==> src/rtl/ifr_pkg.sv <==
// package with shared types, codes and field tables of the inverter frame receiver
`default_nettype none

package ifr_pkg;

   localparam int COUNT_W = 8;
   localparam int CSR_INDEX_W = 1;
   localparam int CSR_DATA_W = 18;
   localparam int NUM_FIELDS = 18;

   localparam logic [CSR_INDEX_W-1:0] CSR_IDLE_TICK_LIMIT = 1'd0;
   localparam logic [CSR_INDEX_W-1:0] CSR_FIELD_ENABLE_MASK = 1'd1;

   localparam logic [7:0] IDLE_TICK_LIMIT_RESET = 8'd3;
   localparam logic [NUM_FIELDS-1:0] FIELD_ENABLE_MASK_RESET = 18'h3FFFF;

   localparam logic ACTION_BYTE = 1'b0;
   localparam logic ACTION_TICK = 1'b1;

   localparam logic [2:0] VERDICT_BAD_START = 3'd0;
   localparam logic [2:0] VERDICT_BAD_LENGTH = 3'd1;
   localparam logic [2:0] VERDICT_STICK_CMD = 3'd2;
   localparam logic [2:0] VERDICT_CSUM_FAIL = 3'd3;
   localparam logic [2:0] VERDICT_DATA = 3'd4;
   localparam logic [2:0] VERDICT_CONFIG = 3'd5;
   localparam logic [2:0] VERDICT_OTHER = 3'd6;

   localparam logic [7:0] PREAMBLE_0 = 8'd1;
   localparam logic [7:0] PREAMBLE_1 = 8'd4;
   localparam logic [8:0] LEN_OVERHEAD = 9'd5;
   localparam logic [8:0] CSUM_OFFSET = 9'd4;
   localparam logic [7:0] STICK_CMD_LEN = 8'd55;
   localparam logic [7:0] DATA_FRAME_TYPE = 8'd161;
   localparam logic [7:0] DATA_FRAME_LEN = 8'd80;
   localparam logic [7:0] CONFIG_FRAME_TYPE = 8'd193;
   localparam logic [7:0] CONFIG_FRAME_LEN = 8'd40;

   localparam logic [4:0] FIELD_PAC_TOTAL = 5'd0;
   localparam logic [4:0] FIELD_E_TOTAL = 5'd1;
   localparam logic [4:0] FIELD_E_MONTH = 5'd2;
   localparam logic [4:0] FIELD_E_DAY = 5'd3;
   localparam logic [4:0] FIELD_VDC1 = 5'd4;
   localparam logic [4:0] FIELD_IDC1 = 5'd5;
   localparam logic [4:0] FIELD_VDC2 = 5'd6;
   localparam logic [4:0] FIELD_IDC2 = 5'd7;
   localparam logic [4:0] FIELD_PDC1 = 5'd8;
   localparam logic [4:0] FIELD_PDC2 = 5'd9;
   localparam logic [4:0] FIELD_VAC_U = 5'd10;
   localparam logic [4:0] FIELD_VAC_V = 5'd11;
   localparam logic [4:0] FIELD_VAC_W = 5'd12;
   localparam logic [4:0] FIELD_IAC_U = 5'd13;
   localparam logic [4:0] FIELD_IAC_V = 5'd14;
   localparam logic [4:0] FIELD_IAC_W = 5'd15;
   localparam logic [4:0] FIELD_T_IGBT = 5'd16;
   localparam logic [4:0] FIELD_VA_TOTAL = 5'd17;

   typedef struct packed {
      logic                is_check;
      logic [COUNT_W-1:0]  count;
      logic [7:0]          data;
   } ifr_cmd_type;

   typedef struct packed {
      logic [2:0]  verdict;
      logic        field_valid;
      logic [4:0]  field_id;
      logic [31:0] field_value;
      logic        last;
   } ifr_rsp_type;

   // store address of byte k of a field, big-endian order
   function automatic logic [7:0] field_byte_addr(input logic [4:0] id, input logic [1:0] k);
      logic [7:0] kk;
      logic [7:0] addr;
      kk = {6'd0, k};
      case (id)
         FIELD_PAC_TOTAL: addr = 8'd13 + kk;
         FIELD_E_TOTAL:   addr = 8'd21 + kk;
         FIELD_E_MONTH:   addr = (k == 2'd0) ? 8'd25 : 8'd27;
         FIELD_E_DAY:     addr = (k == 2'd0) ? 8'd33 : 8'd38;
         FIELD_VDC1:      addr = 8'd47 + kk;
         FIELD_IDC1:      addr = 8'd49 + kk;
         FIELD_VDC2:      addr = 8'd51 + kk;
         FIELD_IDC2:      addr = 8'd53 + kk;
         FIELD_PDC1:      addr = 8'd47 + kk;
         FIELD_PDC2:      addr = 8'd51 + kk;
         FIELD_VAC_U:     addr = 8'd21 + kk;
         FIELD_VAC_V:     addr = 8'd23 + kk;
         FIELD_VAC_W:     addr = 8'd25 + kk;
         FIELD_IAC_U:     addr = 8'd27 + kk;
         FIELD_IAC_V:     addr = 8'd29 + kk;
         FIELD_IAC_W:     addr = 8'd31 + kk;
         FIELD_T_IGBT:    addr = 8'd37 + kk;
         FIELD_VA_TOTAL:  addr = 8'd17 + kk;
         default:         addr = 8'd0;
      endcase
      return addr;
   endfunction

   // index of the final byte of a field
   function automatic logic [1:0] field_last_k(input logic [4:0] id);
      logic [1:0] k;
      case (id)
         FIELD_PAC_TOTAL, FIELD_E_TOTAL, FIELD_PDC1, FIELD_PDC2, FIELD_VA_TOTAL: k = 2'd3;
         default: k = 2'd1;
      endcase
      return k;
   endfunction

   function automatic logic field_is_product(input logic [4:0] id);
      return (id == FIELD_PDC1) || (id == FIELD_PDC2);
   endfunction

endpackage

`default_nettype wire

==> src/rtl/ifr_ram.sv <==
// generic single write port ram with registered read
`default_nettype none

module ifr_ram #(
   parameter int WIDTH = 8,
   parameter int DEPTH = 128
) (
   input  wire logic                     clock,
   input  wire logic                     wr_en,
   input  wire logic [$clog2(DEPTH)-1:0] wr_addr,
   input  wire logic [WIDTH-1:0]         wr_data,
   input  wire logic [$clog2(DEPTH)-1:0] rd_addr,
   output      logic [WIDTH-1:0]         rd_data
);

   logic [WIDTH-1:0] mem_ff [DEPTH];
   logic [WIDTH-1:0] rd_data_ff;

   always_ff @(posedge clock) begin
      if (wr_en) begin
         mem_ff[wr_addr] <= wr_data;
      end
      rd_data_ff <= mem_ff[rd_addr];
   end

   assign rd_data = rd_data_ff;

endmodule

`default_nettype wire

==> src/rtl/ifr_fifo.sv <==
// small first-in first-out queue with full and empty flags
`default_nettype none

module ifr_fifo #(
   parameter int WIDTH = 8,
   parameter int DEPTH = 4
) (
   input  wire logic             clock,
   input  wire logic             reset,
   input  wire logic             push,
   input  wire logic [WIDTH-1:0] push_data,
   output      logic             full,
   input  wire logic             pop,
   output      logic [WIDTH-1:0] pop_data,
   output      logic             empty
);

   localparam int PW = $clog2(DEPTH);

   logic [WIDTH-1:0] mem_ff [DEPTH];
   logic [PW-1:0]    wr_ptr_ff, wr_ptr_in;
   logic [PW-1:0]    rd_ptr_ff, rd_ptr_in;
   logic [PW:0]      cnt_ff, cnt_in;
   logic             do_push, do_pop;

   assign full     = (cnt_ff == (PW+1)'(DEPTH));
   assign empty    = (cnt_ff == '0);
   assign do_push  = push && !full;
   assign do_pop   = pop && !empty;
   assign pop_data = mem_ff[rd_ptr_ff];

   always_comb begin
      wr_ptr_in = do_push ? wr_ptr_ff + PW'(1) : wr_ptr_ff;
      rd_ptr_in = do_pop ? rd_ptr_ff + PW'(1) : rd_ptr_ff;
      cnt_in    = cnt_ff;
      if (do_push && !do_pop) begin
         cnt_in = cnt_ff + (PW+1)'(1);
      end else if (do_pop && !do_push) begin
         cnt_in = cnt_ff - (PW+1)'(1);
      end
   end

   always_ff @(posedge clock) begin
      if (reset) begin
         wr_ptr_ff <= '0;
         rd_ptr_ff <= '0;
         cnt_ff    <= '0;
      end else begin
         wr_ptr_ff <= wr_ptr_in;
         rd_ptr_ff <= rd_ptr_in;
         cnt_ff    <= cnt_in;
      end
   end

   always_ff @(posedge clock) begin
      if (do_push) begin
         mem_ff[wr_ptr_ff] <= push_data;
      end
   end

   a_fifo_count_bound: assert property (@(posedge clock) disable iff (reset)
      cnt_ff <= (PW+1)'(DEPTH) && (cnt_ff[PW-1:0] == PW'(wr_ptr_ff - rd_ptr_ff) || full))
      else $error("fifo count out of step with pointers");

endmodule

`default_nettype wire

==> src/rtl/ifr_front.sv <==
// front end: takes beats, tracks byte count and line silence, issues store and check commands
`default_nettype none

module ifr_front
   import ifr_pkg::*;
#(
   parameter int BUF_LEN = 128
) (
   input  wire logic                   clock,
   input  wire logic                   reset,
   input  wire logic                   req_push,
   output      logic                   req_full,
   input  wire logic                   req_action,
   input  wire logic [7:0]             req_rx_byte,
   input  wire logic                   csr_we,
   input  wire logic [CSR_INDEX_W-1:0] csr_index,
   input  wire logic [CSR_DATA_W-1:0]  csr_wdata,
   input  wire logic                   cmd_full,
   output      logic                   cmd_push,
   output      ifr_cmd_type            cmd_data
);

   localparam int CW = $clog2(BUF_LEN);

   logic [CW-1:0] byte_count_ff, byte_count_in;
   logic [7:0]    quiet_ticks_ff, quiet_ticks_in;
   logic [7:0]    idle_limit_ff;
   logic [7:0]    quiet_inc;
   logic          accept;

   assign req_full  = cmd_full;
   assign accept    = req_push && !cmd_full;
   assign quiet_inc = (quiet_ticks_ff == 8'hFF) ? 8'hFF : quiet_ticks_ff + 8'd1;

   always_comb begin
      byte_count_in  = byte_count_ff;
      quiet_ticks_in = quiet_ticks_ff;
      cmd_push       = 1'b0;
      cmd_data       = '0;
      if (accept) begin
         if (req_action == ACTION_BYTE) begin
            cmd_push       = 1'b1;
            cmd_data.count = COUNT_W'(byte_count_ff);
            cmd_data.data  = req_rx_byte;
            byte_count_in  = (byte_count_ff == CW'(BUF_LEN - 1)) ? '0 : byte_count_ff + CW'(1);
            quiet_ticks_in = '0;
         end else if (byte_count_ff != '0) begin
            if (quiet_inc > idle_limit_ff) begin
               // silence long enough: hand the frame to the back end
               cmd_push          = 1'b1;
               cmd_data.is_check = 1'b1;
               cmd_data.count    = COUNT_W'(byte_count_ff);
               byte_count_in     = '0;
               quiet_ticks_in    = '0;
            end else begin
               quiet_ticks_in = quiet_inc;
            end
         end
      end
   end

   always_ff @(posedge clock) begin
      if (reset) begin
         byte_count_ff  <= '0;
         quiet_ticks_ff <= '0;
         idle_limit_ff  <= IDLE_TICK_LIMIT_RESET;
      end else begin
         byte_count_ff  <= byte_count_in;
         quiet_ticks_ff <= quiet_ticks_in;
         if (csr_we && csr_index == CSR_IDLE_TICK_LIMIT) begin
            idle_limit_ff <= csr_wdata[7:0];
         end
      end
   end

   a_check_clears_count: assert property (@(posedge clock) disable iff (reset)
      (cmd_push && cmd_data.is_check) |=> (byte_count_ff == '0 && quiet_ticks_ff == '0))
      else $error("byte count not cleared after frame end");

endmodule

`default_nettype wire

==> src/rtl/ifr_back.sv <==
// back end: owns the frame store, runs header, checksum and field extraction
`default_nettype none

module ifr_back
   import ifr_pkg::*;
#(
   parameter int BUF_LEN = 128
) (
   input  wire logic                   clock,
   input  wire logic                   reset,
   input  wire logic                   csr_we,
   input  wire logic [CSR_INDEX_W-1:0] csr_index,
   input  wire logic [CSR_DATA_W-1:0]  csr_wdata,
   input  wire logic                   cmd_empty,
   input  wire ifr_cmd_type            cmd_head,
   output      logic                   cmd_pop,
   input  wire logic                   out_full,
   output      logic                   out_push,
   output      ifr_rsp_type            out_data
);

   localparam int AW = $clog2(BUF_LEN);

   typedef enum logic [11:0] {
      ST_IDLE    = 12'b0000_0000_0001,
      ST_HDR_RD  = 12'b0000_0000_0010,
      ST_HDR_WT  = 12'b0000_0000_0100,
      ST_CLASS   = 12'b0000_0000_1000,
      ST_SUM_RD  = 12'b0000_0001_0000,
      ST_SUM_WT  = 12'b0000_0010_0000,
      ST_VERD    = 12'b0000_0100_0000,
      ST_FLD_SCN = 12'b0000_1000_0000,
      ST_FLD_RD  = 12'b0001_0000_0000,
      ST_FLD_WT  = 12'b0010_0000_0000,
      ST_FLD_MUL = 12'b0100_0000_0000,
      ST_FLD_OUT = 12'b1000_0000_0000
   } back_state_type;

   back_state_type        state_ff, state_in;
   logic [COUNT_W-1:0]    bc_ff, bc_in;
   logic [31:0]           hdr_ff, hdr_in;
   logic [7:0]            idx_ff, idx_in;
   logic [7:0]            sum_ff, sum_in;
   logic [2:0]            verdict_ff, verdict_in;
   logic [4:0]            fid_ff, fid_in;
   logic [1:0]            k_ff, k_in;
   logic [31:0]           acc_ff, acc_in;
   logic [NUM_FIELDS-1:0] mask_ff;
   logic [BUF_LEN-1:0]    valid_ff;
   logic                  vld_q_ff;

   logic                  wr_en;
   logic [AW-1:0]         wr_addr;
   logic [AW-1:0]         rd_addr;
   logic [7:0]            ram_rd_data;
   logic [7:0]            rd_byte;
   logic [7:0]            fa;
   logic [7:0]            len;
   logic                  fld_last;

   assign len      = hdr_ff[7:0];
   assign fa       = field_byte_addr(fid_ff, k_ff);
   assign rd_addr  = (state_ff == ST_FLD_RD) ? fa[AW-1:0] : idx_ff[AW-1:0];
   assign wr_en    = (state_ff == ST_IDLE) && !cmd_empty && !cmd_head.is_check;
   assign wr_addr  = cmd_head.count[AW-1:0];
   assign rd_byte  = vld_q_ff ? ram_rd_data : 8'd0;
   assign fld_last = ((mask_ff >> fid_ff) >> 1) == '0;

   ifr_ram #(
      .WIDTH (8),
      .DEPTH (BUF_LEN)
   ) u_store (
      .clock   (clock),
      .wr_en   (wr_en),
      .wr_addr (wr_addr),
      .wr_data (cmd_head.data),
      .rd_addr (rd_addr),
      .rd_data (ram_rd_data)
   );

   always_comb begin
      state_in   = state_ff;
      bc_in      = bc_ff;
      hdr_in     = hdr_ff;
      idx_in     = idx_ff;
      sum_in     = sum_ff;
      verdict_in = verdict_ff;
      fid_in     = fid_ff;
      k_in       = k_ff;
      acc_in     = acc_ff;
      cmd_pop    = 1'b0;
      out_push   = 1'b0;
      out_data   = '0;
      case (state_ff)
         ST_IDLE: begin
            if (!cmd_empty) begin
               cmd_pop = 1'b1;
               if (cmd_head.is_check) begin
                  bc_in    = cmd_head.count;
                  idx_in   = 8'd0;
                  hdr_in   = '0;
                  state_in = ST_HDR_RD;
               end
            end
         end
         ST_HDR_RD: begin
            state_in = ST_HDR_WT;
         end
         ST_HDR_WT: begin
            hdr_in = {hdr_ff[23:0], rd_byte};
            if (idx_ff == 8'd3) begin
               state_in = ST_CLASS;
            end else begin
               idx_in   = idx_ff + 8'd1;
               state_in = ST_HDR_RD;
            end
         end
         ST_CLASS: begin
            state_in = ST_VERD;
            if (hdr_ff[31:24] != PREAMBLE_0 || hdr_ff[23:16] != PREAMBLE_1) begin
               verdict_in = VERDICT_BAD_START;
            end else if ({1'b0, bc_ff} == {1'b0, len} + LEN_OVERHEAD) begin
               sum_in   = 8'd0;
               idx_in   = 8'd1;
               state_in = ST_SUM_RD;
            end else if (len == 8'd0 && bc_ff == STICK_CMD_LEN) begin
               verdict_in = VERDICT_STICK_CMD;
            end else begin
               verdict_in = VERDICT_BAD_LENGTH;
            end
         end
         ST_SUM_RD: begin
            state_in = ST_SUM_WT;
         end
         ST_SUM_WT: begin
            if ({1'b0, idx_ff} == {1'b0, len} + CSUM_OFFSET) begin
               state_in = ST_VERD;
               if (sum_ff != rd_byte) begin
                  verdict_in = VERDICT_CSUM_FAIL;
               end else if (hdr_ff[15:8] == DATA_FRAME_TYPE && len == DATA_FRAME_LEN) begin
                  verdict_in = VERDICT_DATA;
               end else if (hdr_ff[15:8] == CONFIG_FRAME_TYPE && len == CONFIG_FRAME_LEN) begin
                  verdict_in = VERDICT_CONFIG;
               end else begin
                  verdict_in = VERDICT_OTHER;
               end
            end else begin
               sum_in   = sum_ff + rd_byte;
               idx_in   = idx_ff + 8'd1;
               state_in = ST_SUM_RD;
            end
         end
         ST_VERD: begin
            if (!out_full) begin
               out_push         = 1'b1;
               out_data.verdict = verdict_ff;
               out_data.last    = !(verdict_ff == VERDICT_DATA && mask_ff != '0);
               if (verdict_ff == VERDICT_DATA && mask_ff != '0) begin
                  fid_in   = 5'd0;
                  state_in = ST_FLD_SCN;
               end else begin
                  state_in = ST_IDLE;
               end
            end
         end
         ST_FLD_SCN: begin
            if (mask_ff[fid_ff]) begin
               k_in     = 2'd0;
               acc_in   = '0;
               state_in = ST_FLD_RD;
            end else begin
               fid_in = fid_ff + 5'd1;
            end
         end
         ST_FLD_RD: begin
            state_in = ST_FLD_WT;
         end
         ST_FLD_WT: begin
            acc_in = {acc_ff[23:0], rd_byte};
            if (k_ff == field_last_k(fid_ff)) begin
               state_in = field_is_product(fid_ff) ? ST_FLD_MUL : ST_FLD_OUT;
            end else begin
               k_in     = k_ff + 2'd1;
               state_in = ST_FLD_RD;
            end
         end
         ST_FLD_MUL: begin
            // dc power: voltage word times current word
            acc_in   = 32'(acc_ff[31:16]) * 32'(acc_ff[15:0]);
            state_in = ST_FLD_OUT;
         end
         ST_FLD_OUT: begin
            if (!out_full) begin
               out_push             = 1'b1;
               out_data.verdict     = verdict_ff;
               out_data.field_valid = 1'b1;
               out_data.field_id    = fid_ff;
               out_data.field_value = acc_ff;
               out_data.last        = fld_last;
               if (fld_last) begin
                  state_in = ST_IDLE;
               end else begin
                  fid_in   = fid_ff + 5'd1;
                  state_in = ST_FLD_SCN;
               end
            end
         end
         default: begin
            state_in = ST_IDLE;
         end
      endcase
   end

   always_ff @(posedge clock) begin
      if (reset) begin
         state_ff <= ST_IDLE;
         mask_ff  <= FIELD_ENABLE_MASK_RESET;
         valid_ff <= '0;
      end else begin
         state_ff <= state_in;
         if (csr_we && csr_index == CSR_FIELD_ENABLE_MASK) begin
            mask_ff <= csr_wdata[NUM_FIELDS-1:0];
         end
         if (wr_en) begin
            valid_ff[wr_addr] <= 1'b1;
         end
      end
   end

   always_ff @(posedge clock) begin
      bc_ff      <= bc_in;
      hdr_ff     <= hdr_in;
      idx_ff     <= idx_in;
      sum_ff     <= sum_in;
      verdict_ff <= verdict_in;
      fid_ff     <= fid_in;
      k_ff       <= k_in;
      acc_ff     <= acc_in;
      vld_q_ff   <= valid_ff[rd_addr];
   end

   a_fields_only_for_data: assert property (@(posedge clock) disable iff (reset)
      (state_ff == ST_FLD_SCN || state_ff == ST_FLD_OUT) |-> verdict_ff == VERDICT_DATA)
      else $error("field run outside a data frame");

   a_sum_walk_in_frame: assert property (@(posedge clock) disable iff (reset)
      state_ff == ST_SUM_WT |-> ({1'b0, idx_ff} <= {1'b0, len} + CSUM_OFFSET
                                && {1'b0, idx_ff} < 9'(BUF_LEN)))
      else $error("checksum walk ran past frame end");

   a_verdict_after_check: assert property (@(posedge clock) disable iff (reset)
      (state_ff == ST_CLASS) |=> (state_ff == ST_VERD || state_ff == ST_SUM_RD))
      else $error("classification did not lead to verdict or checksum walk");

endmodule

`default_nettype wire

==> src/rtl/inverter_frame_receiver.sv <==
// top level of the inverter frame receiver: front end, command queue, back end, result queue
//
// channel | ports                                       | beat taken when
// req     | req_action, req_rx_byte                     | req_push && !req_full
// rsp     | rsp_verdict, rsp_field_valid, rsp_field_id, | rsp_pop && !rsp_empty
//         | rsp_field_value, rsp_last                   |
// csr     | csr_index, csr_wdata                        | csr_we
//
// a byte is queued by the front end in the command queue and written to the store when the idle back end pops it
// a frame end runs a header read, classification and verdict (checksum walk only on a length match),
// then, for a data frame, a scan past skipped fields and store reads per enabled field (plus the product)
// reset is synchronous; store entries never written since reset read as zero
// req_full follows the 4-entry command queue; the back end waits on a full result queue
`default_nettype none

module inverter_frame_receiver
   import ifr_pkg::*;
#(
   parameter int BUF_LEN = 128
) (
   input  wire logic                   clock,
   input  wire logic                   reset,
   input  wire logic                   req_push,
   output      logic                   req_full,
   input  wire logic                   req_action,
   input  wire logic [7:0]             req_rx_byte,
   output      logic                   rsp_empty,
   input  wire logic                   rsp_pop,
   output      logic [2:0]             rsp_verdict,
   output      logic                   rsp_field_valid,
   output      logic [4:0]             rsp_field_id,
   output      logic [31:0]            rsp_field_value,
   output      logic                   rsp_last,
   input  wire logic                   csr_we,
   input  wire logic [CSR_INDEX_W-1:0] csr_index,
   input  wire logic [CSR_DATA_W-1:0]  csr_wdata
);

   ifr_cmd_type cmd_in_data, cmd_head;
   logic        cmd_push, cmd_full, cmd_empty, cmd_pop;
   ifr_rsp_type out_data, rsp_head;
   logic        out_push, out_full;

   ifr_front #(
      .BUF_LEN (BUF_LEN)
   ) u_front (
      .clock       (clock),
      .reset       (reset),
      .req_push    (req_push),
      .req_full    (req_full),
      .req_action  (req_action),
      .req_rx_byte (req_rx_byte),
      .csr_we      (csr_we),
      .csr_index   (csr_index),
      .csr_wdata   (csr_wdata),
      .cmd_full    (cmd_full),
      .cmd_push    (cmd_push),
      .cmd_data    (cmd_in_data)
   );

   ifr_fifo #(
      .WIDTH ($bits(ifr_cmd_type)),
      .DEPTH (4)
   ) u_cmd_queue (
      .clock     (clock),
      .reset     (reset),
      .push      (cmd_push),
      .push_data (cmd_in_data),
      .full      (cmd_full),
      .pop       (cmd_pop),
      .pop_data  (cmd_head),
      .empty     (cmd_empty)
   );

   ifr_back #(
      .BUF_LEN (BUF_LEN)
   ) u_back (
      .clock     (clock),
      .reset     (reset),
      .csr_we    (csr_we),
      .csr_index (csr_index),
      .csr_wdata (csr_wdata),
      .cmd_empty (cmd_empty),
      .cmd_head  (cmd_head),
      .cmd_pop   (cmd_pop),
      .out_full  (out_full),
      .out_push  (out_push),
      .out_data  (out_data)
   );

   ifr_fifo #(
      .WIDTH ($bits(ifr_rsp_type)),
      .DEPTH (4)
   ) u_rsp_queue (
      .clock     (clock),
      .reset     (reset),
      .push      (out_push),
      .push_data (out_data),
      .full      (out_full),
      .pop       (rsp_pop),
      .pop_data  (rsp_head),
      .empty     (rsp_empty)
   );

   assign rsp_verdict     = rsp_head.verdict;
   assign rsp_field_valid = rsp_head.field_valid;
   assign rsp_field_id    = rsp_head.field_id;
   assign rsp_field_value = rsp_head.field_value;
   assign rsp_last        = rsp_head.last;

endmodule

`default_nettype wire
==> config.mk <==
export PLATFORM = sky130hd
export DESIGN_NAME = inverter_frame_receiver
export DESIGN_NICKNAME = d
export VERILOG_FILES = /design/src/rtl/ifr_pkg.sv /design/src/rtl/ifr_ram.sv /design/src/rtl/ifr_fifo.sv /design/src/rtl/ifr_front.sv /design/src/rtl/ifr_back.sv /design/src/rtl/inverter_frame_receiver.sv
export SDC_FILE = /design/constraint.sdc
export NUM_CORES = 2
export LEC_CHECK = 0
export ABC_AREA = 1
export BUFFER_PORTS_ARGS = -buffer_cell sky130_fd_sc_hd__buf_2
export CAP_MARGIN = 25
export CORE_MARGIN = 1.5
export CORE_UTILIZATION = 55
export CTS_BUF_LIST = sky130_fd_sc_hd__clkbuf_2 sky130_fd_sc_hd__clkbuf_4 sky130_fd_sc_hd__clkbuf_8
export DETAILED_ROUTE_END_ITERATION = 7
export MAX_ROUTING_LAYER = met4
export PLACE_DENSITY_LB_ADDON = 0.2
export SLEW_MARGIN = 20
export SYNTH_ARGS = -nofsm -noshare
export SYNTH_HDL_FRONTEND = slang
export SYNTH_SLANG_ARGS = --single-unit
==> constraint.sdc <==
create_clock -name clock -period 8.2 [get_ports clock]
set_clock_uncertainty 0.15 [all_clocks]
set_input_delay 0.41 -clock clock [delete_from_list [all_inputs] [get_ports clock]]
set_output_delay 0.41 -clock clock [all_outputs]
set_load 0.03 [all_outputs]
### Word-level counts from Yosys, hierarchy flattened

Memories as Yosys holds them, arrays and structs flattened. A register that Yosys moved wholly into a read port is not among the register bits.
Index checks and enable logic that the tools add are counted.

* flip-flop bits (word level): 294
* input port bits: 33
* memories kept: 3
* memory bits (writable): 1260
* logic and storage cells: 290

* shift operators: 1
* bitwise gates (word level): 3
* multiply operators: 1
* equal/unequal tests: 63
* magnitude comparators: 5
* reduce and logical (&&, ||, !) cells: 62
* add/sub/neg operators: 29
* multiplexer cells: 102

Memory list
* u_back.u_store.mem_ff: depth 128, bits a word 8, rd ports 1, clocked after Yosys merged registers in 1, wr ports 1, line ifr_ram.sv:16 `logic [WIDTH-1:0] mem_ff [DEPTH];`
* u_rsp_queue.mem_ff: depth 4, bits a word 42, rd ports 1, clocked after Yosys merged registers in 1, wr ports 1, line ifr_fifo.sv:20 `logic [WIDTH-1:0] mem_ff [DEPTH];`
* u_cmd_queue.mem_ff: depth 4, bits a word 17, rd ports 1, clocked after Yosys merged registers in 1, wr ports 1, line ifr_fifo.sv:20

Operators by type and width (count)
* 8-bit two-way mux: 18
* 12-bit case mux with 12 select lines: 1
* 128-bit bitwise OR: 1
* 7-bit case mux with 15 select lines: 1
* 12-bit two-way mux: 8
* 32-bit two-way mux: 3
* 32-bit case mux with 3 select lines: 1
* 32-bit case mux with 2 select lines: 1
* 7-bit two-way mux: 7
* 5-bit by 2-bit adder with 6-bit output (first input constant): 7
* 42-bit two-way mux: 1
* 5-bit by 4-bit equality test with 1-bit output (second input constant): 8
* 38-bit two-way mux: 1
* 6-bit by 2-bit adder with 7-bit output (first input constant): 5
* 3-bit two-way mux: 11
* 16-bit by 16-bit multiplier with 32-bit output: 1
* 8-bit case mux with 4 select lines: 1
* 5-bit two-way mux: 5
* 8-bit equality test (second input constant): 3
* 2-bit two-way mux: 11
* 5-bit by 3-bit equality test with 1-bit output (second input constant): 4
* 1-bit two-way mux: 19
* 8-bit by 3-bit adder with 9-bit output (second input constant): 2
* 8-bit by 9-bit equality test with 1-bit output: 2
* other kinds (73): 144

### Longest topological paths before layout

* word-level depth: 12
* gate-level depth with buffers: 30
* gate-level depth less buffers: 28

### Hierarchy

A second synthesis with hierarchy kept.

* cells, all modules: 7441
* area total of the unflattened synthesis: 75235.9 sq um

By module, submodules not included
* ifr_ram: sequential area each 30909.6 sq um, area each 42104.1 sq um, cells an instance 3575, instances 1
* ifr_back: sequential area each 6125.9 sq um, area each 21685.8 sq um, cells an instance 2912, instances 1
* ifr_fifo at u_rsp_queue: sequential area each 5225.0 sq um, area each 6703.9 sq um, cells an instance 476, instances 1
* ifr_fifo at u_cmd_queue: sequential area each 2222.1 sq um, area each 3081.7 sq um, cells an instance 234, instances 1
* ifr_front: sequential area each 460.4 sq um, area each 1660.3 sq um, cells an instance 244, instances 1

### Worst setup path after synthesis

No wires, ideal clock.

* kind: reg2reg
* start: register u_back.acc_ff[7]
* end: register u_back.acc_ff[23], data pin
* stages on the path, launching flop included: 28
* setup slack: 2.180 ns
* arrival time: 5.607 ns
* clock period less this slack: 6.020 ns
* buffers on the path: 2
* required time: 7.786 ns
* cells stage by stage: edfxtp_1 > clkbuf_1 > clkbuf_1 > nand2_1 > fa_1 > inv_1 > fa_1 > inv_1 > fa_1 > inv_1 > fa_1 > fa_1 > inv_1 > fa_1 > inv_1 > ha_1 > a21oi_1 > inv_1 > a31oi_1 > a21boi_0 > inv_1 > nand2_1 > nand2_1 > nand2_1 > nand2_1 > or2_2 > nand3_1 > o21ai_0

* cells in the longest elaborated chain, start to end: 2

RTL lines
* start: declaration: line ifr_back.sv:47 `logic [31:0] acc_ff, acc_in;`
* start signal: assignment: line ifr_back.sv:238 `acc_ff <= acc_in;`
* 16-bit by 16-bit multiplier with 32-bit output: line ifr_back.sv:189 `acc_in = 32'(acc_ff[31:16]) * 32'(acc_ff[15:0]);`
* 32-bit case mux with 3 select lines: line ifr_back.sv:94 `case (state_ff)`
* via u_back.acc_in[23]: line ifr_back.sv:47

The timed path passes the listed nets, and every way through them passes these cells.
A chain may end at the register's enable or synchronous reset.

### Final worst setup path

* start: register u_back.acc_ff[23]
* end: register u_back.acc_ff[29], data pin

Same word-level chain as after synthesis.

==> results.toml <==
[clocking]
clock_latency_ns = 1.00
cts_made_buffers = 275
cts_hold_buf = 58
cts.sinks = 1561
post_cts_buffers = 0
cts.path.max_buffers = 4
root_buffer = "clkbuf_8"
cts-htree-levels = 5
cts_resized = 0
cts_tree = "yes"
cts.clk_slew.worst_paths_ns = 0.06

[run]
maxCapViolations = 0

[global_route]
grt_pass1_wl_mm = 317
antenna_found_initial = 2
globalRouteOverflowTotal = 0
grt_max_degree = 145
track_usage_pct = 29.2
grt_pass1_vias = 54800

[status]
outcome = "complete, no violations"

[placement]
place.port_buffers = 76
dpl_worst_slack_ns = 1.52
place.gp.congestion = 0.932
hpwl_mm = 121

[yosys]
yosysUniqueCellTypes = 60
seq_area_frac_synth_pct = 57.3
ys_top_cells_by_area = "edfxtp_1, nand2_1, inv_1"
synthArstFlopShare_pct = 0
synth_fp_nets = 8607
yosysWarnings = 0
synth_edf_count = 1353
synth_largest_area_cell = "edfxtp_1"
syn_inst = 8231
yosys.area.top_type_share_pct = 52.0
synthFlopType = "edfxtp_1"
synth_area_per_cell_um2 = 9.50
ys_ff_latch = 1561
synthesis.area_um2 = 78200

[timing]
fin_tns_setup_ns = 0
rsz0062_at_grt = "false"
slew_headroom_pct = 28.7
final-hold-violation-count = 0
layout_worst_path_cycle_share_pct = 82.2
final.setup.worst_slack_ns = 1.46
drv_slew = 0
whs_ns = 0.0847
setup_viol = 0
fmax_mhz = 148
worstMarginPinSlew_ns = 1.07
layout_min_cycle_time_ns = 6.74

[setup_path]
cp.arrival_ns = 7.41
start_kind = "flop"
cp_max_fo = 17
cp-end-kind = "flop"
criticalPathCategory = "reg2reg"
required_ns = 8.87

[die]
rows = 138
fp.dieArea_um2 = 144000
core-area_um2 = 141000
num_io_pins = 77
die_width_um = 380
initial_core_util_pct = 55.4
chipHeight_um = 380

[cells_and_area]
n_fill_cell = 12000
area_delta_synth_final_pct = 9.85
final_common_cell = "nand2_1"
final_util_pct = 60.8
layout.nets = 8682
mostFrequentLayoutCells = "nand2_1, inv_1, edfxtp_1"
drive_above_1_share_pct = 7.90

[pwr]
swShare_pct = 38.1
p_seq_share_pct = 39.4
pwr-share-clk_pct = 27.5
p_int_mw = 15.7
combPwrFrac_pct = 33.1
ir_worst_vdd_mv = 0.303
p_leak_nw = 37.0
p_per_area_nw_per_um2 = 295
p_switching_mw = 9.66
power.total_mw = 25.4

[routing]
drtIter0Drc = 5849
drc = 0
drt-pass1-iter-count = 5
drtAntennaViolNets = 0
routedWlPerCell_um = 19.7
wl_mm = 205
vias = 56300
vias_per_cell = 5.43

[worst_hold_path]
hold_path_class = "in2reg"
registers in the layout (all words and copies together) (netlist names), 3 cells and up, named ones only:
register	count
u_front.idle_limit_ff	8
u_back.mask_ff	18
u_back.hdr_ff	32
u_back.u_store.rd_data	8
u_front.byte_count_ff	7
u_back.acc_ff	32
u_back.state_ff	12
u_back.sum_ff	8
u_back.u_store.mem_ff	1024
u_back.valid_ff	128
u_back.bc_ff	7
u_rsp_queue.cnt_ff	3
u_back.idx_ff	8
u_rsp_queue.mem_ff	168
u_back.fid_ff	5
u_back.verdict_ff	3
u_cmd_queue.cnt_ff	3
u_cmd_queue.mem_ff	64
u_front.quiet_ticks_ff	8
power groups by stage:
stage | registers (mW) | logic (mW) | clock network (mW)
2_1_floorplan | 10.3 | 5.23 | 0
3_5_place_dp | 10.2 | 8.22 | 0
4_1_cts | 10.0 | 8.26 | 7.10
3_3_place_gp | 10.2 | 8.10 | 0
6_report | 10.0 | 8.39 | 6.98
5_1_grt | 10.0 | 9.03 | 7.42
worst max-delay path, cell delays in order (launching register included):
cell and delay [ns]:
edfxtp_1 0.95, nand2_1 0.18, fa_1 0.57, inv_1 0.05, fa_1 0.49, inv_1 0.05
fa_1 0.53, inv_1 0.05, fa_1 0.47, fa_1 0.52, inv_1 0.05, fa_1 0.49
inv_1 0.04, ha_1 0.36, a21oi_1 0.18, inv_1 0.07, a31oi_1 0.15, a21boi_0 0.23
inv_1 0.11, nand2_1 0.07, nand2_1 0.07, nand2_1 0.10, o21ai_0 0.14, nand2_1 0.09
inv_1 0.05, o21ai_0 0.13, nand2_1 0.06, o21ai_0 0.15
per-layer routing:
| metal | routed length, um | vias to the layer above | track usage, % |
|---|---|---|---|
| li1 | - | 26700 | - |
| met4 | 7030 | 0 | 10.8 |
| met2 | 99000 | 2325 | 47.0 |
| met5 | 0 | - | - |
| met3 | 15900 | 407 | 4.72 |
| met1 | 83100 | 26900 | 37.4 |
kinds of logic after synthesis:
family	Yosys count	synth area share, %
multiplexers	1	0.0128
buffers and inverters	2082	10.5
XOR/XNOR	25	0.280
AND/OR/NAND/NOR	3673	20.6
flip-flops	1561	57.3
adder cells (fa/ha/maj)	343	7.39
AO/OA/AOI/OAI	546	3.95
synthesized netlist by cell type, types with 6 or more instances:
cell type  instances
clkbuf_1         199
o211ai_1          15
o21ai_0          266
a32oi_1            6
buf_4             39
clkinv_1           6
nand3_1         1217
edfxtp_1        1353
o21a_1            34
a31oi_1           11
nand4_1           19
nand2_1         1640
buf_1             25
nor2_2             6
o2111ai_1          8
xnor2_1            7
nand2_2            7
o22ai_1           53
dfxtp_1          208
nor3_1            34
buf_2            151
xor2_1            18
buf_6              9
inv_1           1634
or2_2              9
nor2_1           586
fa_1             198
nand3b_1         116
ha_1             145
nor4_1            17
a21oi_1          119
inv_2             17
path summary, 6_finish.rpt:
path | start | end | slack (ns) | cells past startpoint
hold / removal | csr_wdata[11] | u_back.mask_ff[11] | 0.08 | 4
hold reg to reg | u_back.valid_ff[101] | u_back.valid_ff[101] | 0.30 | 1
setup reg to reg | u_back.acc_ff[23] | u_back.acc_ff[29] | 1.46 | 27
setup / recovery | u_back.acc_ff[23] | u_back.acc_ff[29] | 1.46 | 27
per-stage QoR:
stage,instance area (um2),cells
finish,85900,10400
global placement,79900,9853
detailed placement,79900,9855
floorplan,78200,8231
global route,85900,10400
CTS,85800,10400
layout make-up:
class / count / area, um2 / share of cell area, %
diodes: 1 / 2.50 / 0.00291
clock buffers: 397 / 4880 / 5.68
clock inverters: 69 / 370 / 0.431
inverters: 1659 / 6240 / 7.27
multi-input cells: 4588 / 25400 / 29.6
flip-flops and latches: 1561 / 44800 / 52.2
well taps: 1890 / 2360 / 2.75
repair buffers: 221 / 1840 / 2.14
Power figures use the tool's default switching activity.
